$ cat config.mk
export PLATFORM = sky130hd
export DESIGN_NAME = baro_altitude_smoother
export DESIGN_NICKNAME = d
export VERILOG_FILES = /design/src/design/bas_pkg.sv /design/src/design/baro_altitude_smoother.sv
export SDC_FILE = /design/constraint.sdc
export NUM_CORES = 2
export LEC_CHECK = 0
export ABC_AREA = 1
export BUFFER_PORTS_ARGS = -buffer_cell sky130_fd_sc_hd__clkbuf_2
export CORE_MARGIN = 2
export CORE_UTILIZATION = 35
export CTS_CLUSTER_SIZE = 12
export DETAILED_ROUTE_END_ITERATION = 6
export GPL_TIMING_DRIVEN = 0
export HOLD_SLACK_MARGIN = 0.03
export MAX_ROUTING_LAYER = met4
export PLACE_DENSITY_LB_ADDON = 0.12
export SLEW_MARGIN = 40
export SYNTH_ARGS = -nofsm -noshare
export SYNTH_HDL_FRONTEND = slang
export SYNTH_SLANG_ARGS = --single-unit
$ cat constraint.sdc
create_clock -name i_clk -period 8.7 [get_ports i_clk]
set_clock_uncertainty 0.1 [all_clocks]
set_input_delay 0.87 -clock i_clk [delete_from_list [all_inputs] [get_ports i_clk]]
set_output_delay 0.87 -clock i_clk [all_outputs]
set_load 0.1 [all_outputs]
$ cat src/design/bas_pkg.sv
// Package for the barometric altitude smoother: word types, register indexes,
// widths, reset values and the sequencer state type.
// No dependencies.
package bas_pkg;

    localparam int SAMPLE_BITS_DEF = 24;
    localparam int TEMP_FRAC_DEF   = 8;
    localparam int DIG_W           = 4;

    localparam int RAW_W      = 24;
    localparam int WEIGHT_W   = 9;
    localparam int OFFSET_W   = 27;
    localparam int SLOPE_W    = 20;
    localparam int WARMUP_W   = 4;
    localparam int COMP_W     = 24;
    localparam int CFG_DATA_W = 27;
    localparam int CFG_IDX_W  = 3;

    localparam int TEMP_W   = 32;
    localparam int PRESS_W  = 27;
    localparam int CHANGE_W = 40;
    localparam int ALT_W    = 44;

    localparam int PRESS_SHIFT  = 16;
    localparam int SMOOTH_SHIFT = 8;

    localparam logic [CFG_IDX_W-1:0] CFG_WEIGHT = 3'd0;
    localparam logic [CFG_IDX_W-1:0] CFG_OFFSET = 3'd1;
    localparam logic [CFG_IDX_W-1:0] CFG_SLOPE  = 3'd2;
    localparam logic [CFG_IDX_W-1:0] CFG_WARMUP = 3'd3;
    localparam logic [CFG_IDX_W-1:0] CFG_COMP   = 3'd4;

    localparam logic [WEIGHT_W-1:0] WEIGHT_RST = 9'd51;
    localparam logic [WEIGHT_W-1:0] WEIGHT_MAX = 9'd256;
    localparam logic [OFFSET_W-1:0] OFFSET_RST = 27'd89476301;
    localparam logic [SLOPE_W-1:0]  SLOPE_RST  = 20'd324509;
    localparam logic [WARMUP_W-1:0] WARMUP_RST = 4'd5;
    localparam logic [WARMUP_W-1:0] WARM_MAX   = 4'd15;
    localparam logic [COMP_W-1:0]   COMP_RST   = '0;

    localparam logic signed [CHANGE_W-1:0] CHG_MAX = {1'b0, {(CHANGE_W-1){1'b1}}};
    localparam logic signed [CHANGE_W-1:0] CHG_MIN = {1'b1, {(CHANGE_W-1){1'b0}}};

    typedef struct packed {
        logic [RAW_W-1:0] raw_temperature;
        logic [RAW_W-1:0] raw_pressure;
    } t_in_word;

    typedef struct packed {
        logic [TEMP_W-1:0]          smooth_temperature;
        logic [PRESS_W-1:0]         smooth_pressure;
        logic signed [CHANGE_W-1:0] pressure_change;
        logic signed [ALT_W-1:0]    altitude;
        logic                       baseline_ready;
    } t_out_word;

    typedef enum logic [3:0] {
        ST_IDLE,
        ST_PMUL,
        ST_SAMPLE,
        ST_DELTA,
        ST_WMUL,
        ST_AVG,
        ST_DIFF,
        ST_CMUL,
        ST_RND,
        ST_CHG,
        ST_ALT,
        ST_DONE
    } t_state;

endpackage

$ cat src/design/baro_altitude_smoother.sv
// Barometric altitude smoother: sample conversion, EMA smoothing, baseline latch,
// compensated pressure change and altitude, all multiplies done 4 bits a cycle.
// Depends on bas_pkg.
//
//  channel | direction | handshake                    | payload
//  in      | in        | i_in_valid / o_in_ready      | i_in_word   (t_in_word)
//  out     | out       | o_out_valid / i_out_ready    | o_out_word  (t_out_word)
//  cfg     | in        | i_cfg_we                     | i_cfg_index, i_cfg_data
//
// One word at a time: the compensation multiply, rounding and change steps run only once the
// baseline is latched; before that, the change and altitude stay zero.
// Every multiply (slope, weight, compensation) is a radix-16 shift-add multiplier.
// Reset is synchronous, active low; it restores register defaults, filter state and sequencer.
// The result register frees the sequencer: a new word is taken the cycle after a result loads,
// even while it waits; the last state stalls only while the previous result is still held.
module baro_altitude_smoother #(
    parameter int SAMPLE_BITS        = bas_pkg::SAMPLE_BITS_DEF,
    parameter int TEMP_FRACTION_BITS = bas_pkg::TEMP_FRAC_DEF
) (
    input  logic                              i_clk,
    input  logic                              i_rst_n,
    input  logic                              i_in_valid,
    output logic                              o_in_ready,
    input  bas_pkg::t_in_word                 i_in_word,
    output logic                              o_out_valid,
    input  logic                              i_out_ready,
    output bas_pkg::t_out_word                o_out_word,
    input  logic                              i_cfg_we,
    input  logic [bas_pkg::CFG_IDX_W-1:0]     i_cfg_index,
    input  logic [bas_pkg::CFG_DATA_W-1:0]    i_cfg_data
);
    import bas_pkg::*;

    localparam int PD        = (SAMPLE_BITS + DIG_W - 1) / DIG_W;
    localparam int WD        = (WEIGHT_W + DIG_W - 1) / DIG_W;
    localparam int CD        = COMP_W / DIG_W;
    localparam int MAX_STEPS = (PD > CD) ? PD : CD;
    localparam int STEP_W    = $clog2(MAX_STEPS);
    localparam int PMW       = PD * DIG_W;
    localparam int WMW       = WD * DIG_W;
    localparam int DSW       = (PMW > COMP_W) ? PMW : COMP_W;
    localparam int PAW       = SLOPE_W + PMW;
    localparam int PPW       = SLOPE_W + DIG_W;
    localparam int PDW       = PAW + 1 - PRESS_SHIFT;
    localparam int CMPW      = (PDW > PRESS_W) ? PDW : PRESS_W;
    localparam int TW        = (SAMPLE_BITS + TEMP_FRACTION_BITS > TEMP_W) ?
                               SAMPLE_BITS + TEMP_FRACTION_BITS : TEMP_W + 1;
    localparam int DTW       = TEMP_W + 1;
    localparam int DPW       = PRESS_W + 1;
    localparam int ATW       = DTW + WMW + 1;
    localparam int APW       = DPW + WMW + 1;
    localparam int PTW       = DTW + DIG_W + 1;
    localparam int PWW       = DPW + DIG_W + 1;
    localparam int ACW       = DTW + COMP_W;
    localparam int SUMW      = ACW + 1;

    localparam logic [PAW:0]            P_RND = (PAW + 1)'(1) << (PRESS_SHIFT - 1);
    localparam logic [ATW-1:0]          T_RND = ATW'(1) << (SMOOTH_SHIFT - 1);
    localparam logic [APW-1:0]          W_RND = APW'(1) << (SMOOTH_SHIFT - 1);
    localparam logic signed [ACW-1:0]   C_RND = ACW'(1) << (TEMP_FRACTION_BITS - 1);

    // configuration and filter state
    logic [WEIGHT_W-1:0]      r_weight;
    logic [OFFSET_W-1:0]      r_offset;
    logic [SLOPE_W-1:0]       r_slope;
    logic [WARMUP_W-1:0]      r_warmup;
    logic signed [COMP_W-1:0] r_comp;
    logic [TEMP_W-1:0]        r_t_avg, r_t_base;
    logic [PRESS_W-1:0]       r_p_avg, r_p_base;
    logic [WARMUP_W-1:0]      r_warm_cnt;
    logic                     r_latched;

    // sequencer
    t_state                   r_state, n_state;
    logic [STEP_W-1:0]        r_step;
    logic                     r_out_valid;
    t_out_word                r_out;
    logic                     out_load;

    // datapath
    logic [SAMPLE_BITS-1:0]   r_raw_t;
    logic [DSW-1:0]           r_digits;
    logic [PAW-1:0]           r_acc_p;
    logic [PRESS_W-1:0]       r_p_smp;
    logic signed [DTW-1:0]    r_d_t;
    logic signed [DPW-1:0]    r_d_p;
    logic signed [ATW-1:0]    r_acc_t;
    logic signed [APW-1:0]    r_acc_w;
    logic signed [ACW-1:0]    r_acc_c;
    logic signed [CHANGE_W-1:0] r_chg;
    logic signed [ALT_W-1:0]  r_alt;

    logic [DIG_W-1:0]         dig;
    logic signed [DIG_W:0]    dig_u, dig_c;
    logic [PPW-1:0]           pp_p;
    logic signed [PTW-1:0]    pp_t, pp_c;
    logic signed [PWW-1:0]    pp_w;
    logic                     last_p, last_w, last_c;
    logic [PAW:0]             p_round;
    logic [PDW-1:0]           p_drop;
    logic [CMPW-1:0]          p_diff;
    logic [PRESS_W-1:0]       p_smp;
    logic [TW-1:0]            t_wide;
    logic [TEMP_W-1:0]        t_smp;
    logic [WEIGHT_W-1:0]      w_eff;
    logic [ATW-1:0]           t_sum;
    logic [APW-1:0]           w_sum;
    logic [TEMP_W-1:0]        t_new;
    logic [PRESS_W-1:0]       p_new;
    logic [WARMUP_W-1:0]      cnt_n;
    logic                     latch_now;
    logic signed [SUMW-1:0]   chg_sum;
    logic                     chg_ovf;
    logic signed [CHANGE_W-1:0] chg_sat;
    logic signed [ALT_W-1:0]  alt_n;

    // digit multipliers
    assign dig    = r_digits[DSW-1 -: DIG_W];
    assign dig_u  = {1'b0, dig};
    assign dig_c  = (r_step == '0) ? {dig[DIG_W-1], dig} : {1'b0, dig};
    assign pp_p   = PPW'(r_slope) * PPW'(dig);
    assign pp_t   = PTW'(r_d_t) * PTW'(dig_u);
    assign pp_w   = PWW'(r_d_p) * PWW'(dig_u);
    assign pp_c   = PTW'(r_d_t) * PTW'(dig_c);
    assign last_p = (r_step == STEP_W'(PD - 1));
    assign last_w = (r_step == STEP_W'(WD - 1));
    assign last_c = (r_step == STEP_W'(CD - 1));

    // sample conversion
    assign p_round = (PAW + 1)'(r_acc_p) + P_RND;
    assign p_drop  = p_round[PAW:PRESS_SHIFT];
    assign p_diff  = CMPW'(r_offset) - CMPW'(p_drop);
    assign p_smp   = (CMPW'(p_drop) >= CMPW'(r_offset)) ? '0 : p_diff[PRESS_W-1:0];
    assign t_wide  = TW'(r_raw_t) << TEMP_FRACTION_BITS;
    assign t_smp   = (|t_wide[TW-1:TEMP_W]) ? '1 : t_wide[TEMP_W-1:0];
    assign w_eff   = (r_weight > WEIGHT_MAX) ? WEIGHT_MAX : r_weight;

    // smoother update: avg + (w*(s-avg) + 128) >> 8, always non-negative
    assign t_sum     = ATW'(r_acc_t) + T_RND + (ATW'(r_t_avg) << SMOOTH_SHIFT);
    assign w_sum     = APW'(r_acc_w) + W_RND + (APW'(r_p_avg) << SMOOTH_SHIFT);
    assign t_new     = t_sum[SMOOTH_SHIFT +: TEMP_W];
    assign p_new     = w_sum[SMOOTH_SHIFT +: PRESS_W];
    assign cnt_n     = (r_warm_cnt == WARM_MAX) ? r_warm_cnt : r_warm_cnt + 1'b1;
    assign latch_now = !r_latched && (cnt_n >= r_warmup);

    // pressure change and altitude
    assign chg_sum = SUMW'(r_d_p) + SUMW'(r_acc_c);
    assign chg_ovf = !((&chg_sum[SUMW-1:CHANGE_W-1]) || !(|chg_sum[SUMW-1:CHANGE_W-1]));
    assign chg_sat = chg_ovf ? (chg_sum[SUMW-1] ? CHG_MIN : CHG_MAX)
                             : chg_sum[CHANGE_W-1:0];
    assign alt_n   = -((ALT_W'(r_chg) <<< 3) + (ALT_W'(r_chg) <<< 1));

    always_comb begin
        n_state = r_state;
        unique case (r_state)
            ST_IDLE:   if (i_in_valid) n_state = ST_PMUL;
            ST_PMUL:   if (last_p) n_state = ST_SAMPLE;
            ST_SAMPLE: n_state = ST_DELTA;
            ST_DELTA:  n_state = ST_WMUL;
            ST_WMUL:   if (last_w) n_state = ST_AVG;
            ST_AVG:    n_state = ST_DIFF;
            ST_DIFF:   n_state = r_latched ? ST_CMUL : ST_ALT;
            ST_CMUL:   if (last_c) n_state = ST_RND;
            ST_RND:    n_state = ST_CHG;
            ST_CHG:    n_state = ST_ALT;
            ST_ALT:    n_state = ST_DONE;
            ST_DONE:   if (!r_out_valid || i_out_ready) n_state = ST_IDLE;
            default:   n_state = ST_IDLE;
        endcase
    end

    always_comb begin
        o_in_ready = (r_state == ST_IDLE);
        out_load   = (r_state == ST_DONE) && (!r_out_valid || i_out_ready);
    end

    always_ff @(posedge i_clk) begin
        if (!i_rst_n) begin
            r_state     <= ST_IDLE;
            r_step      <= '0;
            r_out_valid <= 1'b0;
            r_weight    <= WEIGHT_RST;
            r_offset    <= OFFSET_RST;
            r_slope     <= SLOPE_RST;
            r_warmup    <= WARMUP_RST;
            r_comp      <= COMP_RST;
            r_t_avg     <= '0;
            r_p_avg     <= '0;
            r_t_base    <= '0;
            r_p_base    <= '0;
            r_warm_cnt  <= '0;
            r_latched   <= 1'b0;
        end else begin
            r_state <= n_state;

            if (i_cfg_we) begin
                unique case (i_cfg_index)
                    CFG_WEIGHT: r_weight <= i_cfg_data[WEIGHT_W-1:0];
                    CFG_OFFSET: r_offset <= i_cfg_data[OFFSET_W-1:0];
                    CFG_SLOPE:  r_slope  <= i_cfg_data[SLOPE_W-1:0];
                    CFG_WARMUP: r_warmup <= i_cfg_data[WARMUP_W-1:0];
                    CFG_COMP:   r_comp   <= i_cfg_data[COMP_W-1:0];
                    default: ;
                endcase
            end

            if ((r_state == ST_PMUL && !last_p) || (r_state == ST_WMUL && !last_w) ||
                (r_state == ST_CMUL && !last_c)) begin
                r_step <= r_step + 1'b1;
            end else begin
                r_step <= '0;
            end

            if (r_state == ST_AVG) begin
                r_t_avg <= t_new;
                r_p_avg <= p_new;
                if (!r_latched) begin
                    r_warm_cnt <= cnt_n;
                end
                if (latch_now) begin
                    r_t_base  <= t_new;
                    r_p_base  <= p_new;
                    r_latched <= 1'b1;
                end
            end

            if (out_load) begin
                r_out_valid <= 1'b1;
            end else if (i_out_ready) begin
                r_out_valid <= 1'b0;
            end
        end
    end

    always_ff @(posedge i_clk) begin
        unique case (r_state)
            ST_IDLE: begin
                r_raw_t  <= i_in_word.raw_temperature[SAMPLE_BITS-1:0];
                r_digits <= DSW'(PMW'(i_in_word.raw_pressure[SAMPLE_BITS-1:0])) << (DSW - PMW);
                r_acc_p  <= '0;
            end
            ST_PMUL: begin
                r_acc_p  <= (r_acc_p << DIG_W) + PAW'(pp_p);
                r_digits <= r_digits << DIG_W;
            end
            ST_SAMPLE: begin
                r_p_smp <= p_smp;
            end
            ST_DELTA: begin
                r_d_t    <= DTW'(t_smp) - DTW'(r_t_avg);
                r_d_p    <= DPW'(r_p_smp) - DPW'(r_p_avg);
                r_digits <= DSW'(WMW'(w_eff)) << (DSW - WMW);
                r_acc_t  <= '0;
                r_acc_w  <= '0;
            end
            ST_WMUL: begin
                r_acc_t  <= (r_acc_t <<< DIG_W) + ATW'(pp_t);
                r_acc_w  <= (r_acc_w <<< DIG_W) + APW'(pp_w);
                r_digits <= r_digits << DIG_W;
            end
            ST_AVG: ;
            ST_DIFF: begin
                r_d_t    <= DTW'(r_t_avg) - DTW'(r_t_base);
                r_d_p    <= DPW'(r_p_avg) - DPW'(r_p_base);
                r_digits <= DSW'(r_comp) << (DSW - COMP_W);
                r_acc_c  <= '0;
                r_chg    <= '0;
            end
            ST_CMUL: begin
                r_acc_c  <= (r_acc_c <<< DIG_W) + ACW'(pp_c);
                r_digits <= r_digits << DIG_W;
            end
            ST_RND: begin
                r_acc_c <= (r_acc_c + C_RND) >>> TEMP_FRACTION_BITS;
            end
            ST_CHG: begin
                r_chg <= chg_sat;
            end
            ST_ALT: begin
                r_alt <= alt_n;
            end
            ST_DONE: begin
                if (out_load) begin
                    r_out.smooth_temperature <= r_t_avg;
                    r_out.smooth_pressure    <= r_p_avg;
                    r_out.pressure_change    <= r_chg;
                    r_out.altitude           <= r_alt;
                    r_out.baseline_ready     <= r_latched;
                end
            end
            default: ;
        endcase
    end

    assign o_out_valid = r_out_valid;
    assign o_out_word  = r_out;

    a_latch_sticky: assert property (@(posedge i_clk) disable iff (!i_rst_n)
        r_latched |=> r_latched)
        else $error("baseline flag dropped without reset");

    a_zero_before_base: assert property (@(posedge i_clk) disable iff (!i_rst_n)
        (o_out_valid && !o_out_word.baseline_ready) |->
        (o_out_word.pressure_change == '0) && (o_out_word.altitude == '0))
        else $error("nonzero change before baseline");

    a_accept_starts: assert property (@(posedge i_clk) disable iff (!i_rst_n)
        (i_in_valid && o_in_ready) |=> (r_state == ST_PMUL) && !o_in_ready)
        else $error("accepted word did not start conversion");

    a_cmul_latched: assert property (@(posedge i_clk) disable iff (!i_rst_n)
        (r_state == ST_CMUL) |-> (r_latched && (r_step < STEP_W'(CD))))
        else $error("compensation multiply without baseline or past last digit");

endmodule

== Word level (Yosys, flattened, before mapping) ==
Cells that the tools add are included.

* Register bits: 755
* Bits of input ports: 83
* Output and inout bits: 146
* Logic and storage cells: 140

* Add/sub/neg operators: 20
* $mul: 4
* $lt $le $gt $ge: 3
* Equality and inequality tests: 23
* Multiplexer cells: 22
* Bitwise logic cells: 1
* Reductions and logical operators: 37

{| class="wikitable"
|+ Operators by type and width
! operator !! count
|-
| $pmux W57 S3 || 1
|-
| $pmux W40 S2 || 2
|-
| $pmux W24 S4 || 1
|-
| $pmux W44 S2 || 1
|-
| $mux W40 || 2
|-
| $mul A33 B5 Y38 || 2
|-
| $pmux W35 S2 || 1
|-
| $pmux W33 S2 || 1
|-
| $sub A32 B32 Y33 || 2
|-
| $add A28 B57 Y58 || 1
|-
| $add A57 B38 Y57 || 1
|-
| $add A57 B9 Y57 const B || 1
|-
| $pmux W28 S2 || 1
|-
| $sub A27 B27 Y28 || 2
|-
| $pmux W4 S12 || 1
|-
| $add A44 B16 Y45 const B || 1
|-
| $add A43 B41 Y44 || 1
|-
| $add A44 B24 Y44 || 1
|-
| $neg A44 Y44 || 1
|-
| $add A40 B38 Y40 || 1
|-
| $add A40 B40 Y40 || 1
|-
| $add A40 B8 Y40 const B || 1
|-
| $add A35 B33 Y35 || 1
|-
| $add A35 B35 Y35 || 1
|-
| 35 further kinds || 81
|}

== Logic depth before layout (Yosys ltp) ==
* Depth after elaboration: 6
* Gate-level depth with buffers: 31
* Mapped depth without buffers: 30

== Worst setup path before layout ==
Ideal clock, no wire load.

* Path kind: input to register
* From: input port i_out_ready
* To: register r_out, in the netlist o_out_word[0], enable pin
* Setup time: 0.649 ns
* Arrival: 6.845 ns
* Data required time: 7.951 ns
* Setup slack: 1.106 ns
* Stages: 2
* Path buffers: 0
* Path through: nor2_1 -> nor2_1

* Longest elaborated chain between the ends: 3

{| class="wikitable"
|+ RTL lines
! element !! RTL line !! RTL
|-
| from (decl) || baro_altitude_smoother.sv:26 || <nowiki>input logic i_out_ready,</nowiki>
|-
| $logic_or A1 B1 Y1 || baro_altitude_smoother.sv:174 || <nowiki>out_load = (r_state == ST_DONE) && (!r_out_valid || i_out_ready);</nowiki>
|-
| $logic_and A1 B1 Y1 || baro_altitude_smoother.sv:174 ||
|-
| net out_load || baro_altitude_smoother.sv:78 || <nowiki>logic out_load;</nowiki>
|-
| $reduce_and A2 Y1 (no source line) || - ||
|-
| to (decl) || baro_altitude_smoother.sv:77 || <nowiki>t_out_word r_out;</nowiki>
|}

The timed path passes the listed nets, and every way through them passes these cells.
A chain may end at the register's enable or synchronous reset.

== Final worst setup path ==
* From: register r_digits[23]
* To: register r_acc_c[44] (data pin)

* Longest elaborated chain between the ends: 4

{| class="wikitable"
|+ RTL lines
! element !! RTL line !! RTL
|-
| from (decl) || baro_altitude_smoother.sv:82 || <nowiki>logic [DSW-1:0] r_digits;</nowiki>
|-
| from (signal assigned) || baro_altitude_smoother.sv:239 || <nowiki>r_digits <= DSW'(PMW'(i_in_word.raw_pressure[SAMPLE_BITS-1:0])) << (DSW - PMW);</nowiki>
|-
| from (signal assigned) || baro_altitude_smoother.sv:244 || <nowiki>r_digits <= r_digits << DIG_W;</nowiki>
|-
| from (signal assigned) || baro_altitude_smoother.sv:252 || <nowiki>r_digits <= DSW'(WMW'(w_eff)) << (DSW - WMW);</nowiki>
|-
| $mux W5 || baro_altitude_smoother.sv:120 || <nowiki>assign dig_c = (r_step == '0) ? {dig[DIG_W-1], dig} : {1'b0, dig};</nowiki>
|-
| $mul A33 B5 Y38 || baro_altitude_smoother.sv:124 || <nowiki>assign pp_c = PTW'(r_d_t) * PTW'(dig_c);</nowiki>
|-
| $add A57 B38 Y57 || baro_altitude_smoother.sv:270 || <nowiki>r_acc_c <= (r_acc_c <<< DIG_W) + ACW'(pp_c);</nowiki>
|-
| $pmux W57 S3 || baro_altitude_smoother.sv:236 || <nowiki>unique case (r_state)</nowiki>
|-
| to (signal assigned) || baro_altitude_smoother.sv:270 ||
|-
| to (signal assigned) || baro_altitude_smoother.sv:274 || <nowiki>r_acc_c <= (r_acc_c + C_RND) >>> TEMP_FRACTION_BITS;</nowiki>
|-
| to (decl) || baro_altitude_smoother.sv:89 || <nowiki>logic signed [ACW-1:0] r_acc_c;</nowiki>
|}

No other way between the ends.

==> results <==
- The cell count after synthesis came out at 9128.
- The warning count from the yosys run is 0.
- The library cells used most frequently in the layout, excluding fill and tap cells, are 1907 x nand2_1, 1774 x inv_1, 830 x a21oi_1.
- In this run, synthesis inferred approximately 540 flip-flops with an integrated enable.
- The number of cells traversed by the worst register-to-register path is 29.
- The post-placement worst setup slack is between 0.7 and 0.8 ns.
- The clock transition at the register clock pins on the worst setup and hold paths after CTS is ~0.07 ns.
- The achievable frequency is between 100 and 150 MHz.
- The worst setup path is captured at a register.
- The number of buffers and inverters on the critical path is 7.
- The floorplan step set the die height to 453 um.
- Dividing the detail-routed via count by the number of cells gives slightly above 5.
- The worst setup path category is register to register.
- The first global-routing pass estimated 384 mm of wire.
- The post-cts resize count is 0.
- The routed design could run at a clock period as short as roughly 8 ns.
- The register area share after synthesis is between 20% and 30%.
- The insertion delay to the later sink of the worst-skew pair is ~0.76 ns.
- The largest stage delay on the critical path is about 0.65 ns.
- The total global-route track usage is between 20% and 30%.
- The number of failing hold endpoints at the final stage is 0.
- Data on the critical path is required at its endpoint by 9.07 ns.
- The cell area after technology mapping is between 0.07 and 0.08 sq mm.
- The number of different library cells in the post-synthesis netlist is 67.
- The startpoint identified for the worst register-to-register timing path is r_digits[23]$_DFFE_PP_.
- The filler-free cell count of the finished design is about 12000.
- The hold path startpoint is i_in_word[35].
- The highest-delay cell along the critical path is nor2_1.
- The average wire length per cell after detail routing is roughly 21 um.
- The maximum number of pins on one net before global-route repair is 41.
- Input and output buffers added on the ports amount to roughly 230.
- Setup repair after global routing left no endpoint under its margin.
- Clock tree synthesis found a total of 753 sinks.
- Setup violations remaining at the end of the flow were counted as 0.
- After synthesis, the share of flip-flops with an asynchronous set or reset is 0%.
- The cell at the root of the clock tree is clkbuf_16.
- The DRC violation total after the first TritonRoute iteration is about 4200.
- Summing over every cut layer, the via total after detailed routing is 61500.
- After clock tree synthesis, the flow added hold-fix buffers numbering 0.
- After clock tree synthesis, the setup repair step added 0 buffers.
- The worst pin sits at a relative slew slack of between 40% and 50%.
- The worst hold path endpoint is r_raw_t[11]$_DFFE_PP_.
- The first detailed-routing pass took 5 iterations.
- The final layout contains routed wiring with a total length of 257 mm.
- The number of cells in the design after placement is around 12000.
- Counting instances, the worst hold path has a depth of 1.
- The most common cell after layout, fill and taps aside is nand2_1.
- The register bit total from synthesis is 753.
- Once detailed placement completed, the half-perimeter wirelength came to 220 mm.
- The worst hold path belongs to the class input pin to register.
- The final-report max-slew violation count is 0.
- At the end of the flow, the number of nets in the layout was about 11000.
- The average instance in the mapped netlist occupies ~7.7 sq um.
- The final weighted congestion in routability-driven placement is 0.941.
- The library cell appearing most often on the critical path is nand2_1.
- The floorplan has around 160 rows.
- TritonCTS built the clock tree.
- In this run the register-to-register setup slack is just under 0.8 ns.
- The die boundary width is between 400 and 500 um.
- The fraction of final layout cells with drive strength greater than 1 is between 6 and 7%.
- The capture point of the worst reg-to-reg path is r_acc_c[44]$_SDFFCE_PN0P_.
- Of the available clock period, the critical path in the final layout requires 90.9%.
- Across all setup checks in the final design, the least slack found is 0.791 ns.
- The number of antenna violations at the first check in global routing is 6.
- Counting the fill cells in the layout gives roughly 21000.
- The initial core utilization is about a third.
- The critical-path maximum fanout is 10.
- The die area is 0.205 sq mm.
- After synthesis, the largest area contributor takes up 22.9% of total cell area.
- No sink is reached through more buffers than the 3 on the longest clock path.
- The number of nets handed over by synthesis was ~10000.
- The number of top-level design ports is 229.
- The family with the most delay on the worst path is adder cells.
- The remaining design rule violation count is 0.
- Setup total negative slack on the finished layout was measured at 0 ns.
- The floorplan step defined a core boundary enclosing 0.200 sq mm.
- The count of maximum capacitance violations is 0.
- The dominant synthesized flop cell is edfxtp_1.
- The arrival time reported for the critical path endpoint is 8.28 ns.
- The run finished with clean final reports.
- Summed over all layers, the global routing overflow is 0.
- The category of the worst setup path launch point is a register.
- From synthesis to final layout, the design area changed by 12.1%.
- The H-tree generated during clock tree synthesis spans 3 levels.
- The post-detailed-route count of antenna-violating nets is 0.
- Yosys attributes the largest share of cell area to edfxtp_1 23%, fa_1 13%, ha_1 12%, nand2_1 10%, inv_1 9.5%.
- At the pin with the least slew margin, the transition time is slightly below 0.9 ns.
- The via count of the first global-routing pass is just over 60000.
- The library cell with the largest summed area after synthesis is edfxtp_1.
- The number of clock buffers added by TritonCTS is 95.
==> sequential cells by signal, summed over array words and instances (netlist names), 24 cells and up <==
name        count
r_t_base       32
r_offset       27
r_t_avg        32
r_acc_c        57
r_alt          43
r_acc_t        40
r_d_p          28
r_acc_w        35
r_d_t          33
o_out_word    143
r_chg          40
r_digits       24
r_p_smp        27
r_raw_t        24
r_p_base       27
r_comp         24
r_acc_p        44
r_p_avg        27
==> synth_stat cells, drive strengths merged, types with 13 or more instances <==
library cell and instances:
dfxtp 215, nor2 784, a31oi 73, nand4 80
edfxtp 538, buf 24, inv 1791, nor3 92
or2 41, o211ai 67, nand3 293, clkbuf 137
xor2 130, o21ai 566, nand2 1917, a211oi 13
fa 445, ha 657, nor4 35, a21oi 840
a21o 29, xnor2 86, a22oi 19, o21bai 31
o221ai 19, o21a 67, a21boi 29, nand3b 17
==> how the worst max path moves through the flow <==
stage | start | end | slack (ns) | cells past startpoint
global placement | i_out_ready | o_out_word[82]$_DFFE_PP_ | -3.44 | 3
detailed placement | r_digits[23]$_DFFE_PP_ | r_acc_c[54]$_SDFFCE_PN0P_ | 0.73 | 30
floorplan | i_out_ready | o_out_word[0]$_DFFE_PP_ | 1.11 | 2
finish | r_digits[23]$_DFFE_PP_ | r_acc_c[44]$_SDFFCE_PN0P_ | 0.79 | 29
CTS | r_digits[23]$_DFFE_PP_ | r_acc_c[54]$_SDFFCE_PN0P_ | 0.73 | 30
global route | r_digits[23]$_DFFE_PP_ | r_acc_c[54]$_SDFFCE_PN0P_ | 0.49 | 30
==> per-stage QoR <==
| step | utilization [%] | hold slack [ns] | area, sq um |
|---|---|---|---|
| CTS | 39.5 | 0.133 | 78900 |
| finish | 39.5 | 0.187 | 79000 |
| floorplan | - | 0.300 | 70500 |
| global route | 39.5 | 0.167 | 79000 |
| global placement | 37.5 | 0.302 | 74900 |
| detailed placement | 37.8 | 0.305 | 75600 |
==> cell families (layout without fill, tap and decap cells) <==
kind of cell,Yosys count,after routing,share of synthesized area [%]
compound gates,1814,1814,14.4
xor+xnor,216,216,2.69
simple gates,3284,3284,19.1
flops,753,753,29.0
other cells,1,6,0.00532
fa+ha+maj,1102,1102,24.3
mux,2,2,0.0284
buf+inv,1956,2387,10.5
==> cell type report <==
type	count	area (sq um)	share of cell area, %
well taps	2656	3320	4.21
flip-flops and latches	753	20500	25.9
clock buffers	126	2710	3.43
diodes	5	12.5	0.0158
repair buffers	255	1710	2.16
clock inverters	50	601	0.761
multi-input cells	6419	42700	54.1
inverters	1795	6740	8.54
plain buffers	161	699	0.886
==> layer usage <==
layer | GRT usage (%) | vias up | part of all wire, %
li1 | - | 30500 | -
met1 | 34.3 | 29400 | 46
met2 | 41.2 | 1382 | 47
met3 | 1.98 | 250 | 3.9
met4 | 6.56 | 0 | 2.6
met5 | - | - | 0
Power is not shown: default switching activity piles up to over one toggle a cycle in this logic, so the estimate is an artifact.
